$ cat src/sv/bpc_pkg.sv
// ----------------------------------------------------------------------------
// bpc_pkg
// Shared types, register indexes, reset values and arithmetic constants for
// the barometric pressure compensation block.
// ----------------------------------------------------------------------------
`default_nettype none

package bpc_pkg;

  localparam int CFG_IDX_W  = 4;
  localparam int CFG_DATA_W = 32;
  localparam int SIDE_W     = 50;

  // register indexes
  localparam logic [CFG_IDX_W-1:0] REG_AA    = 4'd0;
  localparam logic [CFG_IDX_W-1:0] REG_AC    = 4'd1;
  localparam logic [CFG_IDX_W-1:0] REG_AE    = 4'd2;
  localparam logic [CFG_IDX_W-1:0] REG_B0    = 4'd3;
  localparam logic [CFG_IDX_W-1:0] REG_B2    = 4'd4;
  localparam logic [CFG_IDX_W-1:0] REG_B4    = 4'd5;
  localparam logic [CFG_IDX_W-1:0] REG_B6_B8 = 4'd6;
  localparam logic [CFG_IDX_W-1:0] REG_BC_BE = 4'd7;

  // reset values
  localparam logic [15:0] RST_AA    = 16'd408;
  localparam logic [15:0] RST_AC    = 16'hFFB8;
  localparam logic [15:0] RST_AE    = 16'hC7D1;
  localparam logic [15:0] RST_B0    = 16'd32741;
  localparam logic [15:0] RST_B2    = 16'd32757;
  localparam logic [15:0] RST_B4    = 16'd23153;
  localparam logic [31:0] RST_B6_B8 = 32'd405667844;
  localparam logic [31:0] RST_BC_BE = 32'd3724086068;

  // arithmetic constants
  localparam logic [31:0] B6_OFFSET  = 32'd4000;
  localparam logic [31:0] B7_GAIN    = 32'd50000;
  localparam logic [31:0] SIGN_BIT   = 32'h8000_0000;
  localparam logic [31:0] P_SQ_GAIN  = 32'd3038;
  localparam logic [31:0] P_LIN_GAIN = 32'hFFFF_E343;  // -7357
  localparam logic [31:0] P_OFFSET   = 32'd3791;
  localparam logic [31:0] B4_BIAS    = 32'd32768;
  localparam logic [31:0] ROUND_TWO  = 32'd2;
  // divide by 100 as multiply by reciprocal, exact over 32-bit magnitudes
  localparam logic [31:0] RECIP_100  = 32'h51EB_851F;
  localparam int          RECIP_SH   = 37;

  // calibration words, sign or zero extended to 32 bits
  typedef struct packed {
    logic [31:0] c1;
    logic [31:0] c2;
    logic [31:0] c3;
    logic [31:0] c4;
    logic [31:0] c5;
    logic [31:0] c6;
    logic [31:0] k1;
    logic [31:0] k2;
    logic [31:0] mc;
    logic [31:0] md;
  } cal_t;

  // word handed from the front to the back through the queue
  typedef struct packed {
    logic [31:0] t1;
    logic [31:0] den;
    logic [15:0] up;
    logic        fault;
  } q_item_t;

  // queue status
  typedef struct packed {
    logic push;
    logic pop;
    logic full;
    logic nonempty;
  } q_stat_t;

  typedef logic [SIDE_W-1:0] side_t;

  function automatic logic [31:0] sra32(input logic [31:0] v, input logic [5:0] s);
    sra32 = $unsigned($signed(v) >>> s);
  endfunction

  function automatic logic [31:0] neg32(input logic [31:0] v);
    neg32 = 32'd0 - v;
  endfunction

endpackage

`default_nettype wire

$ cat src/sv/bpc_front.sv
// ----------------------------------------------------------------------------
// bpc_front
// Accepts raw words and computes the temperature term X1 and its divisor.
// ----------------------------------------------------------------------------
`default_nettype none

module bpc_front (
  input  wire logic              clk,
  input  wire logic              rst_n,
  input  wire logic              accept,
  input  wire logic [15:0]       raw_t,
  input  wire logic [15:0]       raw_p,
  input  wire bpc_pkg::cal_t     cal,
  output logic                   push,
  output bpc_pkg::q_item_t       item
);

  logic        v0_r, v1_r, v2_r;
  logic [15:0] ut_r, up0_r, up1_r, up2_r;
  logic [31:0] prod_r, t1_r, den_r;
  logic [31:0] diff;
  logic [31:0] t1_nxt;

  assign diff   = {16'd0, ut_r} - cal.c6;
  assign t1_nxt = bpc_pkg::sra32(prod_r, 6'd15);

  always_ff @(posedge clk) begin
    if (!rst_n) begin
      v0_r <= 1'b0;
      v1_r <= 1'b0;
      v2_r <= 1'b0;
    end else begin
      v0_r <= accept;
      v1_r <= v0_r;
      v2_r <= v1_r;
    end
  end

  always_ff @(posedge clk) begin
    if (accept) begin
      ut_r  <= raw_t;
      up0_r <= raw_p;
    end
    prod_r <= diff * cal.c5;
    up1_r  <= up0_r;
    t1_r   <= t1_nxt;
    den_r  <= t1_nxt + cal.md;
    up2_r  <= up1_r;
  end

  assign push       = v2_r;
  assign item.t1    = t1_r;
  assign item.den   = den_r;
  assign item.up    = up2_r;
  assign item.fault = (den_r == 32'd0);

endmodule

`default_nettype wire

$ cat config.mk
export PLATFORM = sky130hd
export DESIGN_NAME = bpc_front
export DESIGN_NICKNAME = d
export VERILOG_FILES = /design/src/sv/bpc_pkg.sv /design/src/sv/bpc_front.sv
export SDC_FILE = /design/constraint.sdc
export NUM_CORES = 1
export LEC_CHECK = 0
export BUFFER_PORTS_ARGS = -buffer_cell sky130_fd_sc_hd__buf_2
export CORE_MARGIN = 5
export CORE_UTILIZATION = 45
export CTS_CLUSTER_DIAMETER = 150
export DETAILED_ROUTE_END_ITERATION = 8
export GPL_ROUTABILITY_DRIVEN = 0
export PLACE_DENSITY = 0.77
export SYNTH_ARGS = -nofsm -noshare
export SYNTH_HDL_FRONTEND = slang
export SYNTH_SLANG_ARGS = --single-unit
export TNS_END_PERCENT = 1
$ cat constraint.sdc
create_clock -name clk -period 15.2 [get_ports clk]
set_clock_uncertainty 0.1 [all_clocks]
set_input_delay 0.76 -clock clk [delete_from_list [all_inputs] [get_ports clk]]
set_output_delay 0.76 -clock clk [all_outputs]
set_load 0.03 [all_outputs]
==> reports/metrics.cfg <==
[clock_tree]
ctsLongestPathBuffers=2
worst_skew_pair.late_latency_ps=440
clock-sinks=133
clk_pin_slew_ps=70
postCtsSetupBuffers=0
cts_buffers=17
cts-htree-levels=4
cts-root-buf=clkbuf_16
cts_tree=yes
ctsResizeCount=0
cts_hold_buf=0

[worst_setup_path]
critPathSlowestCell=xnor2_1
cp_common_cell=xnor2_1
r2r_slack_ps=4420
critPathLaunch=ut_r[0]
worstReg2RegEnd=prod_r[31]
cp-start-kind=register
max_stage_delay_ps=860
required_ps=15400
crit_arrival_ps=10980
end_kind=register
crit_end=prod_r[31]
r2r_start=ut_r[0]
critical_path_class=reg -> reg
r2r_cells=34
cp_max_fo=12

[floorplan]
start_util_pct=45.1
core_region_area_mm2=0.0463
pin_count=437
die_height_um=225
dieArea_mm2=0.0508
die_w_um=225
num_rows=79

[logic_synthesis]
avgSynthCellArea_um2=9.59
ys_types=58
syn_inst=2177
synth_area_mm2=0.0209
synth_ff_type=dfxtp_1
syn_nets=3108
synth-seq-cells=133
ys_seq_area_share_pct=14.3
yosysWarnings=0
synth-edff-count=32
synthArstFlopShare_pct=0

[timing]
finalCritPeriodShare_pct=70.9
slew-limit-headroom_pct=19.6
setup_viol=0
rsz0062_at_grt=no
holdWs_ps=224
setup_tns_ps=0
period_needed_ps=10780
max_slew.worst_pin.slew_ps=1200
max_freq_mhz=92.8
hold_viol_final=0
drv_slew=0

[grt]
grt_pass1_vias=17086
grt_max_degree=34
gr-total-overflow=0
antenna_found_initial=2
grtUsageTotal_pct=20.7
grt_pass1_wl_mm=84.6

[final_layout]
final_area_mm2=0.0231
regArea_mm2=0.00298
multi_input_area_mm2=0.0160
drive_gt1_share_pct=11.8
final_common_cell=inv_1
syn_to_final_growth_pct=10.8
finalNonFillerCells=2949
final_cell_mix=inv_1, fa_1, nand2_1
fill_cells=4159
num-nets-final=3260
antenna_cells=0

[place]
dp_cells=2917
place_area_mm2=0.0225
port_buffers=212
dp_hpwl_mm=40.7

[detailed_routing]
drt_iter0_drc=913
ant_nets=0
firstDrtPassIters=7
route.detailed.drc=0
avgViaCountPerCell=5.19
vias=15291
routed_wl_mm=50.9
wl_per_cell_um=17.3

[outcome]
outcome=finished clean

[worst_hold_path]
min_path_type=reg -> reg
worstHoldPathCells=0
hold_start=up1_r[12]

[run]
drv_cap=0

==> final cells by class <==
class	count	area share, %
multi-input cells	1535	69.2
flip-flops and latches	133	12.9
clock inverters	12	0.719
well taps	607	3.28
inverters	413	6.70
repair buffers	229	5.14
clock buffers	20	2.07
==> per-stage QoR <==
stage          utilization (%)  setup WS, ps
2_1_floorplan                -          5480
3_3_place_gp              48.6          4370
3_5_place_dp              48.6          4080
4_1_cts                   50.0          4510
5_1_grt                   50.0          3860
6_report                  50.0          4420
==> how the worst min path moves through the flow <==
stage | endpoint | slack, ps
after floorplan | up2_r[0] | 210
after CTS | up2_r[12] | 220
after global placement | up2_r[13] | 210
final | up2_r[12] | 220
after detailed placement | up2_r[13] | 210
after global routing | up2_r[7] | 240
==> logic make-up after synthesis <==
logic type      share of synthesized area, %
flops                                   14.3
compound gates                          4.43
xor+xnor                                5.34
simple gates                            17.3
mux                                   0.0479
fa+ha+maj                               49.2
buf+inv                                 9.42
==> sequential cells by signal (all words and copies together), names as in the netlist <==
register  count
den_r        32
prod_r       17
push          1
t1_r         17
up0_r        16
up1_r        16
up2_r        16
ut_r         16
v0_r          1
v1_r          1
==> worst max-delay path, delay by kind of cell, from the launching register on <==
| family | cells | cell delay (ps) |
|---|---|---|
| DFF | 1 | 350 |
| and+or+nand+nor | 2 | 420 |
| buffers and inverters | 3 | 160 |
| AOI/OAI and AO/OA | 5 | 1380 |
| adders and majority gates | 10 | 4380 |
| xor gates and xnor gates | 14 | 3820 |
==> Yosys cell counts (3+ instances only) <==
| cell | count | area (um2) |
|---|---|---|
| buf_4 | 15 | 113 |
| nand2_1 | 250 | 938 |
| a211oi_1 | 9 | 67.6 |
| a31oi_1 | 3 | 18.8 |
| o21bai_1 | 3 | 22.5 |
| nand2b_1 | 32 | 200 |
| nor2_1 | 50 | 188 |
| or3_1 | 5 | 31.3 |
| clkbuf_1 | 81 | 304 |
| o211a_1 | 3 | 30.0 |
| dfxtp_1 | 101 | 2020 |
| o21ai_0 | 29 | 145 |
| nor2b_1 | 50 | 313 |
| edfxtp_1 | 32 | 961 |
| ha_1 | 167 | 2090 |
| xnor3_1 | 4 | 90.1 |
| o31a_1 | 3 | 26.3 |
| nor3_1 | 14 | 70.1 |
| nand3_1 | 15 | 75.1 |
| xnor2_1 | 93 | 815 |
| and2_1 | 241 | 1510 |
| and3_1 | 12 | 75.1 |
| a21oi_1 | 41 | 205 |
| a21o_1 | 15 | 113 |
| a21boi_0 | 7 | 52.6 |
| nor4_1 | 12 | 75.1 |
| xor2_1 | 24 | 210 |
| fa_1 | 409 | 8190 |
| o211ai_1 | 4 | 30.0 |
| o21a_1 | 7 | 52.6 |
| inv_1 | 413 | 1550 |
==> per-layer routing <==
layer	GRT usage (%)	part of all wire [%]	wire length, um
met5	0	0	0
met4	7.36	3.3	1670
met3	3.91	7.6	3890
met2	36.1	50	25200
met1	25.9	39	20100
Power is left out: the tool's default activity adds up to more than one toggle a clock period on the data nets, which glitch-free logic cannot reach.
