$ cat config.mk
export PLATFORM = sky130hd
export DESIGN_NAME = bpc_queue
export DESIGN_NICKNAME = d
export VERILOG_FILES = /design/src/sv/bpc_pkg.sv /design/src/sv/bpc_queue.sv
export SDC_FILE = /design/constraint.sdc
export NUM_CORES = 1
export LEC_CHECK = 0
export ABC_AREA = 1
export BUFFER_PORTS_ARGS = -buffer_cell sky130_fd_sc_hd__buf_2
export CORE_MARGIN = 4
export CORE_UTILIZATION = 56
export CTS_CLUSTER_DIAMETER = 150
export DETAILED_ROUTE_END_ITERATION = 6
export PLACE_DENSITY = 0.91
export SKIP_CTS_REPAIR_TIMING = 1
export SLEW_MARGIN = 20
export SYNTH_ARGS = -nofsm -noshare
export SYNTH_HDL_FRONTEND = slang
export SYNTH_SLANG_ARGS = --single-unit
$ cat constraint.sdc
create_clock -name clk -period 14 [get_ports clk]
set_input_delay 2.8 -clock clk [delete_from_list [all_inputs] [get_ports clk]]
set_output_delay 2.8 -clock clk [all_outputs]
set_load 0.1 [all_outputs]
$ cat src/sv/bpc_pkg.sv
// ----------------------------------------------------------------------------
// bpc_pkg
// Shared types, register indexes, reset values and arithmetic constants for
// the barometric pressure compensation block.
// ----------------------------------------------------------------------------
`default_nettype none

package bpc_pkg;

  localparam int CFG_IDX_W  = 4;
  localparam int CFG_DATA_W = 32;
  localparam int SIDE_W     = 50;

  // register indexes
  localparam logic [CFG_IDX_W-1:0] REG_AA    = 4'd0;
  localparam logic [CFG_IDX_W-1:0] REG_AC    = 4'd1;
  localparam logic [CFG_IDX_W-1:0] REG_AE    = 4'd2;
  localparam logic [CFG_IDX_W-1:0] REG_B0    = 4'd3;
  localparam logic [CFG_IDX_W-1:0] REG_B2    = 4'd4;
  localparam logic [CFG_IDX_W-1:0] REG_B4    = 4'd5;
  localparam logic [CFG_IDX_W-1:0] REG_B6_B8 = 4'd6;
  localparam logic [CFG_IDX_W-1:0] REG_BC_BE = 4'd7;

  // reset values
  localparam logic [15:0] RST_AA    = 16'd408;
  localparam logic [15:0] RST_AC    = 16'hFFB8;
  localparam logic [15:0] RST_AE    = 16'hC7D1;
  localparam logic [15:0] RST_B0    = 16'd32741;
  localparam logic [15:0] RST_B2    = 16'd32757;
  localparam logic [15:0] RST_B4    = 16'd23153;
  localparam logic [31:0] RST_B6_B8 = 32'd405667844;
  localparam logic [31:0] RST_BC_BE = 32'd3724086068;

  // arithmetic constants
  localparam logic [31:0] B6_OFFSET  = 32'd4000;
  localparam logic [31:0] B7_GAIN    = 32'd50000;
  localparam logic [31:0] SIGN_BIT   = 32'h8000_0000;
  localparam logic [31:0] P_SQ_GAIN  = 32'd3038;
  localparam logic [31:0] P_LIN_GAIN = 32'hFFFF_E343;  // -7357
  localparam logic [31:0] P_OFFSET   = 32'd3791;
  localparam logic [31:0] B4_BIAS    = 32'd32768;
  localparam logic [31:0] ROUND_TWO  = 32'd2;
  // divide by 100 as multiply by reciprocal, exact over 32-bit magnitudes
  localparam logic [31:0] RECIP_100  = 32'h51EB_851F;
  localparam int          RECIP_SH   = 37;

  // calibration words, sign or zero extended to 32 bits
  typedef struct packed {
    logic [31:0] c1;
    logic [31:0] c2;
    logic [31:0] c3;
    logic [31:0] c4;
    logic [31:0] c5;
    logic [31:0] c6;
    logic [31:0] k1;
    logic [31:0] k2;
    logic [31:0] mc;
    logic [31:0] md;
  } cal_t;

  // word handed from the front to the back through the queue
  typedef struct packed {
    logic [31:0] t1;
    logic [31:0] den;
    logic [15:0] up;
    logic        fault;
  } q_item_t;

  // queue status
  typedef struct packed {
    logic push;
    logic pop;
    logic full;
    logic nonempty;
  } q_stat_t;

  typedef logic [SIDE_W-1:0] side_t;

  function automatic logic [31:0] sra32(input logic [31:0] v, input logic [5:0] s);
    sra32 = $unsigned($signed(v) >>> s);
  endfunction

  function automatic logic [31:0] neg32(input logic [31:0] v);
    neg32 = 32'd0 - v;
  endfunction

endpackage

`default_nettype wire

$ cat src/sv/bpc_queue.sv
// ----------------------------------------------------------------------------
// bpc_queue
// Two-entry queue between front and back.
// ----------------------------------------------------------------------------
`default_nettype none

module bpc_queue (
  input  wire logic              clk,
  input  wire logic              rst_n,
  input  wire logic              push,
  input  wire bpc_pkg::q_item_t  wr_item,
  input  wire logic              rd_ready,
  output logic                   rd_valid,
  output bpc_pkg::q_item_t       rd_item,
  output bpc_pkg::q_stat_t       stat
);

  bpc_pkg::q_item_t mem_r [2];
  logic       wp_r, rp_r;
  logic [1:0] cnt_r;
  logic       pop;

  assign rd_valid = (cnt_r != 2'd0);
  assign pop      = rd_valid && rd_ready;
  assign rd_item  = mem_r[rp_r];

  assign stat.push     = push;
  assign stat.pop      = pop;
  assign stat.full     = (cnt_r == 2'd2);
  assign stat.nonempty = rd_valid;

  always_ff @(posedge clk) begin
    if (!rst_n) begin
      wp_r  <= 1'b0;
      rp_r  <= 1'b0;
      cnt_r <= 2'd0;
    end else begin
      if (push) wp_r <= ~wp_r;
      if (pop)  rp_r <= ~rp_r;
      cnt_r <= cnt_r + {1'b0, push} - {1'b0, pop};
    end
  end

  always_ff @(posedge clk) begin
    if (push) mem_r[wp_r] <= wr_item;
  end

  a_no_overflow: assert property (@(posedge clk) disable iff (!rst_n)
    !(push && stat.full && !pop))
    else $error("queue overflow");

endmodule

`default_nettype wire

==> results of run 1 <==
per-stage QoR:
step	std cells	utilization	hold slack, ps	total power (uW)	setup WS (ps)
floorplan	291	-	467	1200	7240
global placement	595	0.646	495	1240	7670
detailed placement	595	0.646	523	1250	7610
CTS	627	0.699	539	1720	7620
global route	627	0.699	581	1760	7570
finish	627	0.699	548	1700	7600
cells in the mapped netlist (all sizes together):
master  number
nand2        8
a21oi        1
dfxtp        5
nor2        10
nand3        2
edfxtp     162
mux2        81
ha           2
inv          8
buf         12
cells by family (layout without fill, tap and decap cells):
logic type / count (synthesis) / in the layout / share of synthesized area
AOI/OAI and AO/OA: 1 / 1 / 0.000768
adders and majority gates: 2 / 2 / 0.00384
buffers and inverters: 20 / 213 / 0.0344
DFF: 167 / 167 / 0.763
muxes: 81 / 81 / 0.186
and+or+nand+nor: 20 / 20 / 0.0119
tightest hold or removal path, delay by kind of cell, from the launching register on:
kind,cells,cell delay [ps]
simple gates,2,160
flops,1,350
per-layer routing:
layer	wire, um	vias to the layer above
met4	104	2
met2	5690	124
met3	938	10
li1	-	1487
met1	4130	1554
met5	12	-
power groups by stage:
stage	Sequential [uW]	Clock (uW)	Combinational (uW)
after floorplan	601	0	596
after global placement	613	0	627
after detailed placement	616	0	633
after CTS	605	478	634
after global routing	608	501	648
final	604	467	629
registers in the layout, summed over array words and instances, names as in the netlist, named ones only:
name / count
cnt_r: 2
rp_r: 1
mem_r: 162
wp_r: 1
worst paths after layout:
kind | slack, ps | endpoint | depth (start not counted)
setup / recovery | 7600 | stat[2] | 4
hold / removal | 550 | rp_r | 2
setup reg to reg | 11850 | mem_r[0][45] | 2
hold reg to reg | 550 | rp_r | 2
layout make-up:
class | count | share of cell area
clock buffers | 18 | 0.0538
clock inverters | 14 | 0.0216
inverters | 8 | 0.00392
multi-input cells | 104 | 0.166
flip-flops and latches | 167 | 0.623
well taps | 143 | 0.0224
repair buffers | 173 | 0.109
==> flow_metrics.env, run 1 <==
export IMPL_drt_iter0_drc=164
export IMPL_cts_tree="done"
export IMPL_min_period_over_period=0.457
export IMPL_die_x_um=116
export IMPL_cts_sinks=167
export IMPL_h_tree_depth=4
export IMPL_cp_cell_sequence="buf_2 > inv_1 > nor2_1 > buf_2"
export IMPL_wl_per_cell_um=17.3
export IMPL_grt_busiest_layer="met2"
export IMPL_maxSlewViolCount=0
export IMPL_diodes=0
export IMPL_tightestPinTransition_ps=986
export IMPL_grt_max_degree=54
export IMPL_grt_use_met1=0.192
export IMPL_drive_gt1_frac=0.591
export IMPL_core_area_um2=11400
export IMPL_place_hpwl_mm=7.47
export IMPL_syn_nets=378
export IMPL_finalInstanceArea_um2=7980
export IMPL_place_congestion=0.709
export IMPL_final_common_cell="buf_2"
export IMPL_yosys_warnings=0
export IMPL_area_delta_synth_final_pct=22.6
export IMPL_cp_max_fo=3
export IMPL_synth_area_leaders="edfxtp_1, mux2_4, buf_12"
export IMPL_finalWirelength_mm=10.9
export IMPL_postRouteAntennaNets=0
export IMPL_status="completed"
export IMPL_clock_latency_ps=400
export IMPL_min_delay_start="rp_r"
export IMPL_critPathArrivalTime_ps=3600
export IMPL_final_cell_mix="buf_2, edfxtp_1, mux2_4"
export IMPL_clock_skew_ps=4.51
export IMPL_num_rows=39
export IMPL_cts_buffer_depth=2
export IMPL_rsz0062_at_grt="no"
export IMPL_syn_inst=291
export IMPL_fp_dieH_um=116
export IMPL_track_usage=0.166
export IMPL_timing_fmax_mhz=156
export IMPL_grt_overflow_total=0
export IMPL_drc=0
export IMPL_p_int_uw=1000
export IMPL_synth_top_cell_area_share=0.747
export IMPL_pin_count=171
export IMPL_avgSynthCellArea_um2=22.4
export IMPL_p_comb_frac=0.370
export IMPL_crit_family="buffers and inverters"
export IMPL_synthDistinctLibCells=13
export IMPL_numCtsBuffers=17
export IMPL_holdCritPathClass="reg -> reg"
export IMPL_critical_path_required_ps=11200
export IMPL_finalHoldViolations=0
export IMPL_cts_root_buf="clkbuf_16"
export IMPL_start_util=0.570
export IMPL_switching_share=0.409
export IMPL_met3_usage=0.0548
export IMPL_seqCellArea_um2=4970
export IMPL_min_period_ps=6400
export IMPL_slew_headroom=0.342
export IMPL_p_sw_uw=696
export IMPL_cp_startpoint="rd_ready"
export IMPL_seq_area_frac_synth=0.763
export IMPL_nNetsFinal=558
export IMPL_finalSetupTns_ps=0
export IMPL_grt_antenna_before_repair=1
export IMPL_crit_top_cell="buf_2"
export IMPL_firstDrtPassIters=4
export IMPL_crit_type="in -> out"
export IMPL_multiInputGateArea_um2=1330
export IMPL_seq_power_share=0.355
export IMPL_placed_area_um2=7380
export IMPL_ys_ff_latch=167
export IMPL_clockPowerShare=0.275
export IMPL_powerDensity_nw_per_um2=213
export IMPL_grt_pass1_vias=3402
export IMPL_cp_start_kind="input port"
export IMPL_drv_cap=0
export IMPL_path_clk_slew_ps=60
export IMPL_via_per_inst=5.07
export IMPL_slowest_stage="buf_2"
export IMPL_grt_pass1_wl_mm=16.6
export IMPL_grtUsageMet2=0.290
export IMPL_r2r_start="wp_r"
export IMPL_portBuffers=170
export IMPL_end_kind="primary output"
export IMPL_finalSetupViolCount=0
export IMPL_synth_area_um2=6510
export IMPL_vdd_drop_max_v=0.000289
export IMPL_path_buf_inv=3
export IMPL_yosys_area_top_type="edfxtp_1"
export IMPL_nFillCells=743
export IMPL_leakage_uw=0.00322
export IMPL_cp_slowest_stage_delay_ps=470
export IMPL_num_vias=3177
export IMPL_design_die_area_um2=13400
Power figures use the tool's default switching activity.
==> inputs of run 2 (changes only) <==
--- a/config.mk
+++ b/config.mk
@@ -8,10 +8,10 @@
 export ABC_AREA = 1
 export BUFFER_PORTS_ARGS = -buffer_cell sky130_fd_sc_hd__buf_2
 export CORE_MARGIN = 4
-export CORE_UTILIZATION = 56
+export CORE_UTILIZATION = 52
 export CTS_CLUSTER_DIAMETER = 150
 export DETAILED_ROUTE_END_ITERATION = 6
-export PLACE_DENSITY = 0.91
+export PLACE_DENSITY = 0.86
 export SKIP_CTS_REPAIR_TIMING = 1
 export SLEW_MARGIN = 20
 export SYNTH_ARGS = -nofsm -noshare
==> constraint.sdc (replaced) <==
create_clock -name clk -period 6.56 [get_ports clk]
set_input_delay 1.312 -clock clk [delete_from_list [all_inputs] [get_ports clk]]
set_output_delay 1.312 -clock clk [all_outputs]
set_load 0.1 [all_outputs]
==> run 2 against run 1 <==
Sequential power up 120%; hold slack lost 24 ps; cell count is 4.3% higher; register-to-register slack worse by 7300 ps; sequential share of layout area is 0.068 points lower; cell area is 0.11% higher; highest routed layer unchanged; wire length grew 1.5%; combinational power increased by 110%; worst setup slack worse by 5100 ps; core utilization fell by 3.9 points.
==> flow_metrics.env, run 2 (synthesis results as in run 1) <==
export IMPL_status="completed"
export IMPL_holdWs_ps=524
export IMPL_powerDensity_nw_per_um2=443
export IMPL_start_util=0.537
export IMPL_utilization=0.660
export IMPL_min_period_ps=4040
export IMPL_core_area_um2=12100
export IMPL_clock_skew_ps=3.41
export IMPL_finalSetupViolCount=0
export IMPL_total_power_uw=3540
export IMPL_path_clk_slew_ps=60
export IMPL_design_die_area_um2=14400
export IMPL_place_hpwl_mm=7.57
export IMPL_drive_gt1_frac=0.596
export IMPL_critPathArrivalTime_ps=2730
export IMPL_final_common_cell="buf_2"
export IMPL_tightestPinTransition_ps=786
export IMPL_r2r_start="wp_r"
export IMPL_cp_start_kind="flip-flop"
export IMPL_area_delta_synth_final_pct=22.8
export IMPL_finalWirelength_mm=11.0
export IMPL_num_vias=3155
export IMPL_drt_iter0_drc=173
export IMPL_drc=0
export IMPL_cts_tree="done"
export IMPL_cts_buffer_depth=2
export IMPL_wl_per_cell_um=16.9
export IMPL_rsz0062_at_grt="no"
export IMPL_portBuffers=170
export IMPL_die_x_um=120
export IMPL_regMostFlops="mem_r"
export IMPL_num_rows=40
export IMPL_track_usage=0.158
export IMPL_cts_root_buf="clkbuf_16"
export IMPL_holdCritPathClass="reg -> reg"
export IMPL_slew_headroom=0.476
export IMPL_vdd_drop_max_v=0.000436
export IMPL_fp_dieH_um=120
export IMPL_grt_antenna_before_repair=2
export IMPL_postRouteAntennaNets=0
export IMPL_h_tree_depth=4
export IMPL_critical_path_required_ps=5250
export IMPL_min_period_over_period=0.616
export IMPL_cp_max_fo=43
export IMPL_maxSlewViolCount=0
export IMPL_min_delay_start="rp_r"
export IMPL_via_per_inst=4.82
export IMPL_leakage_uw=0.00322
export IMPL_finalHoldViolations=0
export IMPL_crit_type="reg -> out"
export IMPL_cts_sinks=167
export IMPL_grt_pass1_wl_mm=17.0
export IMPL_clock_latency_ps=410
export IMPL_grt_pass1_vias=3275
export IMPL_numCtsBuffers=17
export IMPL_final_cell_mix="buf_2, edfxtp_1, mux2_4"
export IMPL_largest_reg_flops=162
export IMPL_pin_count=171
export IMPL_drv_cap=0
export IMPL_nNetsFinal=559
export IMPL_end_kind="primary output"
export IMPL_firstDrtPassIters=4
export IMPL_place_congestion=0.700
export IMPL_grt_max_degree=44
export IMPL_reg_top3="mem_r x162, cnt_r x2"
export IMPL_timing_fmax_mhz=248
export IMPL_grt_overflow_total=0
export IMPL_finalSetupTns_ps=0
==> run 2: metrics by stage <==
| stage | cell area (um^2) | worst slack (ps) | instances |
|---|---|---|---|
| detailed placement | 7410 | 2890 | 620 |
| global placement | 7410 | 2910 | 620 |
| finish | 7990 | 2520 | 654 |
| global route | 7990 | 2380 | 653 |
| floorplan | 6510 | 1290 | 291 |
| CTS | 7960 | 2450 | 652 |
==> run 2: per-layer routing <==
metal	GRT usage	wire length [um]
met1	0.184	4310
met3	0.0608	815
met5	0	13
met4	0.0623	119
met2	0.266	5770
==> run 2: cell type report <==
type / count / area, um^2
Sequential cell: 167 / 4970
Tap cell: 168 / 210
Multi-Input combinational cell: 104 / 1330
Fill cell: 841 / 4120
Inverter: 8 / 31.3
Clock buffer: 19 / 443
Timing Repair Buffer: 174 / 901
Clock inverter: 13 / 106
Antenna cell: 1 / 2.50
==> run 2: critical path, stage by stage, from the launching register on <==
cell and delay [ps]:
dfxtp_4 810, buf_4 720, mux2_4 280, buf_2 420
==> run 2: worst paths after layout <==
kind                                      to  slack, ps  cells after the start
worst max-delay path             rd_item[69]       2520                      3
worst min-delay path                    rp_r        520                      2
worst min register to register          rp_r        520                      2
worst max register to register  mem_r[1][80]       4580                      3
==> run 2: where the power goes <==
group / switching [uW] / total [uW] / internal [uW]
Combinational: 1040 / 1330 / 297
Clock: 376 / 904 / 528
Sequential: 55.0 / 1300 / 1240
Total: 1470 / 3540 / 2070
==> inputs of run 3 (changes only) <==
--- a/config.mk
+++ b/config.mk
@@ -5,7 +5,7 @@
 export SDC_FILE = /design/constraint.sdc
 export NUM_CORES = 1
 export LEC_CHECK = 0
-export ABC_AREA = 1
+export ABC_AREA = 0
 export BUFFER_PORTS_ARGS = -buffer_cell sky130_fd_sc_hd__buf_2
 export CORE_MARGIN = 4
 export CORE_UTILIZATION = 52
==> constraint.sdc (replaced) <==
create_clock -name clk -period 4.2 [get_ports clk]
set_input_delay 0.84 -clock clk [delete_from_list [all_inputs] [get_ports clk]]
set_output_delay 0.84 -clock clk [all_outputs]
set_load 0.1 [all_outputs]
==> run 3 against run 2 <==
Non-clock buffer count is 1 higher; worst setup slack worse by 1500 ps; via count is 1.3% lower; register-to-register slack worse by 1900 ps; cell area is 0.20% higher; area after synthesis hardly changed; critical path depth stayed put; clock power is 59% higher.
==> flow_metrics.env, run 3 <==
export IMPL_crit_cells=3
export IMPL_cp_cell_sequence="buf_4 > mux2_4 > buf_2"
export IMPL_p_comb_frac=0.388
export IMPL_path_clk_slew_ps=60
export IMPL_vdd_drop_max_v=0.000637
export IMPL_grt_antenna_before_repair=0
export IMPL_finalInstanceArea_um2=8010
export IMPL_holdCritPathClass="reg -> reg"
export IMPL_drive_gt1_frac=0.613
export IMPL_ys_flop_type="edfxtp_1"
export IMPL_p_sw_uw=2360
export IMPL_placed_area_um2=7430
export IMPL_place_hpwl_mm=7.24
export IMPL_rsz0062_at_grt="no"
export IMPL_dp_cells=608
export IMPL_clock_latency_ps=410
export IMPL_synth_edff_count=162
export IMPL_core_area_um2=12200
export IMPL_num_vias=3114
export IMPL_cts_root_buf="clkbuf_16"
export IMPL_leakage_uw=0.00319
export IMPL_reg_top3="mem_r x162, cnt_r x2"
export IMPL_syn_nets=365
export IMPL_nNetsFinal=547
export IMPL_switching_share=0.421
export IMPL_drt_iter0_drc=173
export IMPL_yosys_warnings=0
export IMPL_fp_dieH_um=120
export IMPL_wl_per_cell_um=17.0
export IMPL_seqCellArea_um2=4970
export IMPL_num_rows=40
export IMPL_fin_cells=641
export IMPL_final_common_cell="buf_2"
export IMPL_synth_commonest_cells="edfxtp_1, mux2_4, buf_12, dfxtp_1, nor2b_1"
export IMPL_cp_slowest_stage_delay_ps=600
export IMPL_firstDrtPassIters=4
export IMPL_cts_tree="done"
export IMPL_critical_path_required_ps=3360
export IMPL_finalSetupViolCount=0
export IMPL_maxSlewViolCount=0
export IMPL_grt_max_degree=82
export IMPL_drc=0
export IMPL_area_delta_synth_final_pct=22.9
export IMPL_clockPowerShare=0.256
export IMPL_min_period_over_period=0.752
export IMPL_slew_headroom=0.547
export IMPL_syn_inst=278
export IMPL_clock_skew_ps=7.10
export IMPL_place_congestion=0.686
export IMPL_synth_area_um2=6510
export IMPL_grt_overflow_total=0
export IMPL_final_cell_mix="buf_2, edfxtp_1, mux2_4"
export IMPL_postRouteAntennaNets=0
export IMPL_ys_ff_latch=167
export IMPL_seq_power_share=0.356
export IMPL_multiInputGateArea_um2=1360
export IMPL_yosys_area_top_type="edfxtp_1"
export IMPL_finalWirelength_mm=10.9
export IMPL_h_tree_depth=4
export IMPL_nFillCells=829
export IMPL_ff2ff_path_depth=2
export IMPL_end_kind="primary output"
export IMPL_grt_pass1_wl_mm=17.1
export IMPL_cts_buffer_depth=2
export IMPL_start_util=0.536
export IMPL_min_path_cells=2
export IMPL_crit_type="reg -> out"
export IMPL_diodes=0
export IMPL_synthDistinctLibCells=17
export IMPL_timing_fmax_mhz=317
export IMPL_die_x_um=120
export IMPL_tightestPinTransition_ps=679
export IMPL_grt_pass1_vias=3389
export IMPL_total_power_uw=5610
export IMPL_cts_sinks=167
export IMPL_seq_area_frac_synth=0.762
export IMPL_numCtsBuffers=17
export IMPL_portBuffers=170
export IMPL_utilization=0.658
export IMPL_design_die_area_um2=14400
export IMPL_yosysMostFrequentCell="edfxtp_1"
export IMPL_finalHoldViolations=0
export IMPL_p_int_uw=3250
export IMPL_avgSynthCellArea_um2=23.4
export IMPL_drv_cap=0
export IMPL_cp_max_fo=36
export IMPL_path_buf_inv=2
export IMPL_via_per_inst=4.86
export IMPL_crit_family="buffers and inverters"
export IMPL_largest_reg_flops=162
export IMPL_synth_async_sr_flop_share=0
export IMPL_pin_count=171
export IMPL_track_usage=0.157
export IMPL_finalSetupTns_ps=0
export IMPL_min_period_ps=3160
export IMPL_critPathArrivalTime_ps=2320
export IMPL_cp_start_kind="flip-flop"
export IMPL_powerDensity_nw_per_um2=701
export IMPL_status="completed"
export IMPL_regMostFlops="mem_r"
export IMPL_synth_area_leaders="edfxtp_1, mux2_4, buf_12"
export IMPL_slowest_stage="buf_4"
export IMPL_synth_top_cell_area_share=0.747
==> run 3: cell count changes after synthesis, moves of 4 or more <==
cell | previous run | this run
nor2_1 | 10 | 0
nand2_1 | 8 | 1
inv_1 | 8 | 2
nor2b_1 | 0 | 4
==> run 3: power by group through the flow <==
stage          sequential (uW)  combinational (uW)  clock [uW]
6_report                  2000                2180        1440
5_1_grt                   2010                2240        1560
4_1_cts                   2000                2190        1470
3_5_place_dp              2030                2190           0
3_3_place_gp              2030                2170           0
2_1_floorplan             2000                2050           0
==> run 3: layout make-up <==
type | count | area share
Timing Repair Buffer | 175 | 0.113
Inverter | 2 | 0.000938
Clock buffer | 17 | 0.0531
Tap cell | 168 | 0.0263
Multi-Input combinational cell | 97 | 0.170
Sequential cell | 167 | 0.621
Clock inverter | 15 | 0.0159
==> run 3: cell families (layout without fill, tap and decap cells) <==
| group | Yosys count | in the layout | share of synthesized area |
|---|---|---|---|
| DFF | 167 | 167 | 0.762 |
| muxes | 83 | 83 | 0.189 |
| buffers and inverters | 14 | 209 | 0.0309 |
| and+or+nand+nor | 9 | 9 | 0.00826 |
| adders and majority gates | 2 | 2 | 0.00384 |
| AOI/OAI and AO/OA | 2 | 2 | 0.00230 |
| xor gates and xnor gates | 1 | 1 | 0.00346 |
==> run 3: through the flow <==
| step | worst slack [ps] | hold WS, ps |
|---|---|---|
| after floorplan | 788 | 452 |
| after global placement | 1450 | 462 |
| after detailed placement | 1460 | 476 |
| after CTS | 994 | 486 |
| after global routing | 933 | 518 |
| final | 1040 | 481 |
==> run 3: worst paths after layout <==
check	startpoint	end	slack [ps]
max reg2reg	wp_r	mem_r[1][68]	2650
min	rp_r	rp_r	480
min reg2reg	rp_r	rp_r	480
max	flip-flop	rd_item[20]	1040
==> run 3: worst reg2reg max path, cell delays in order (launching register included) <==
cell	delay, ps
dfxtp_1	390
and2_4	470
buf_16	310
==> run 3: per-layer routing <==
metal,GRT usage,wire [um]
met1,0.171,4140
met2,0.276,5790
met3,0.0580,843
met4,0.0666,146
met5,0,0
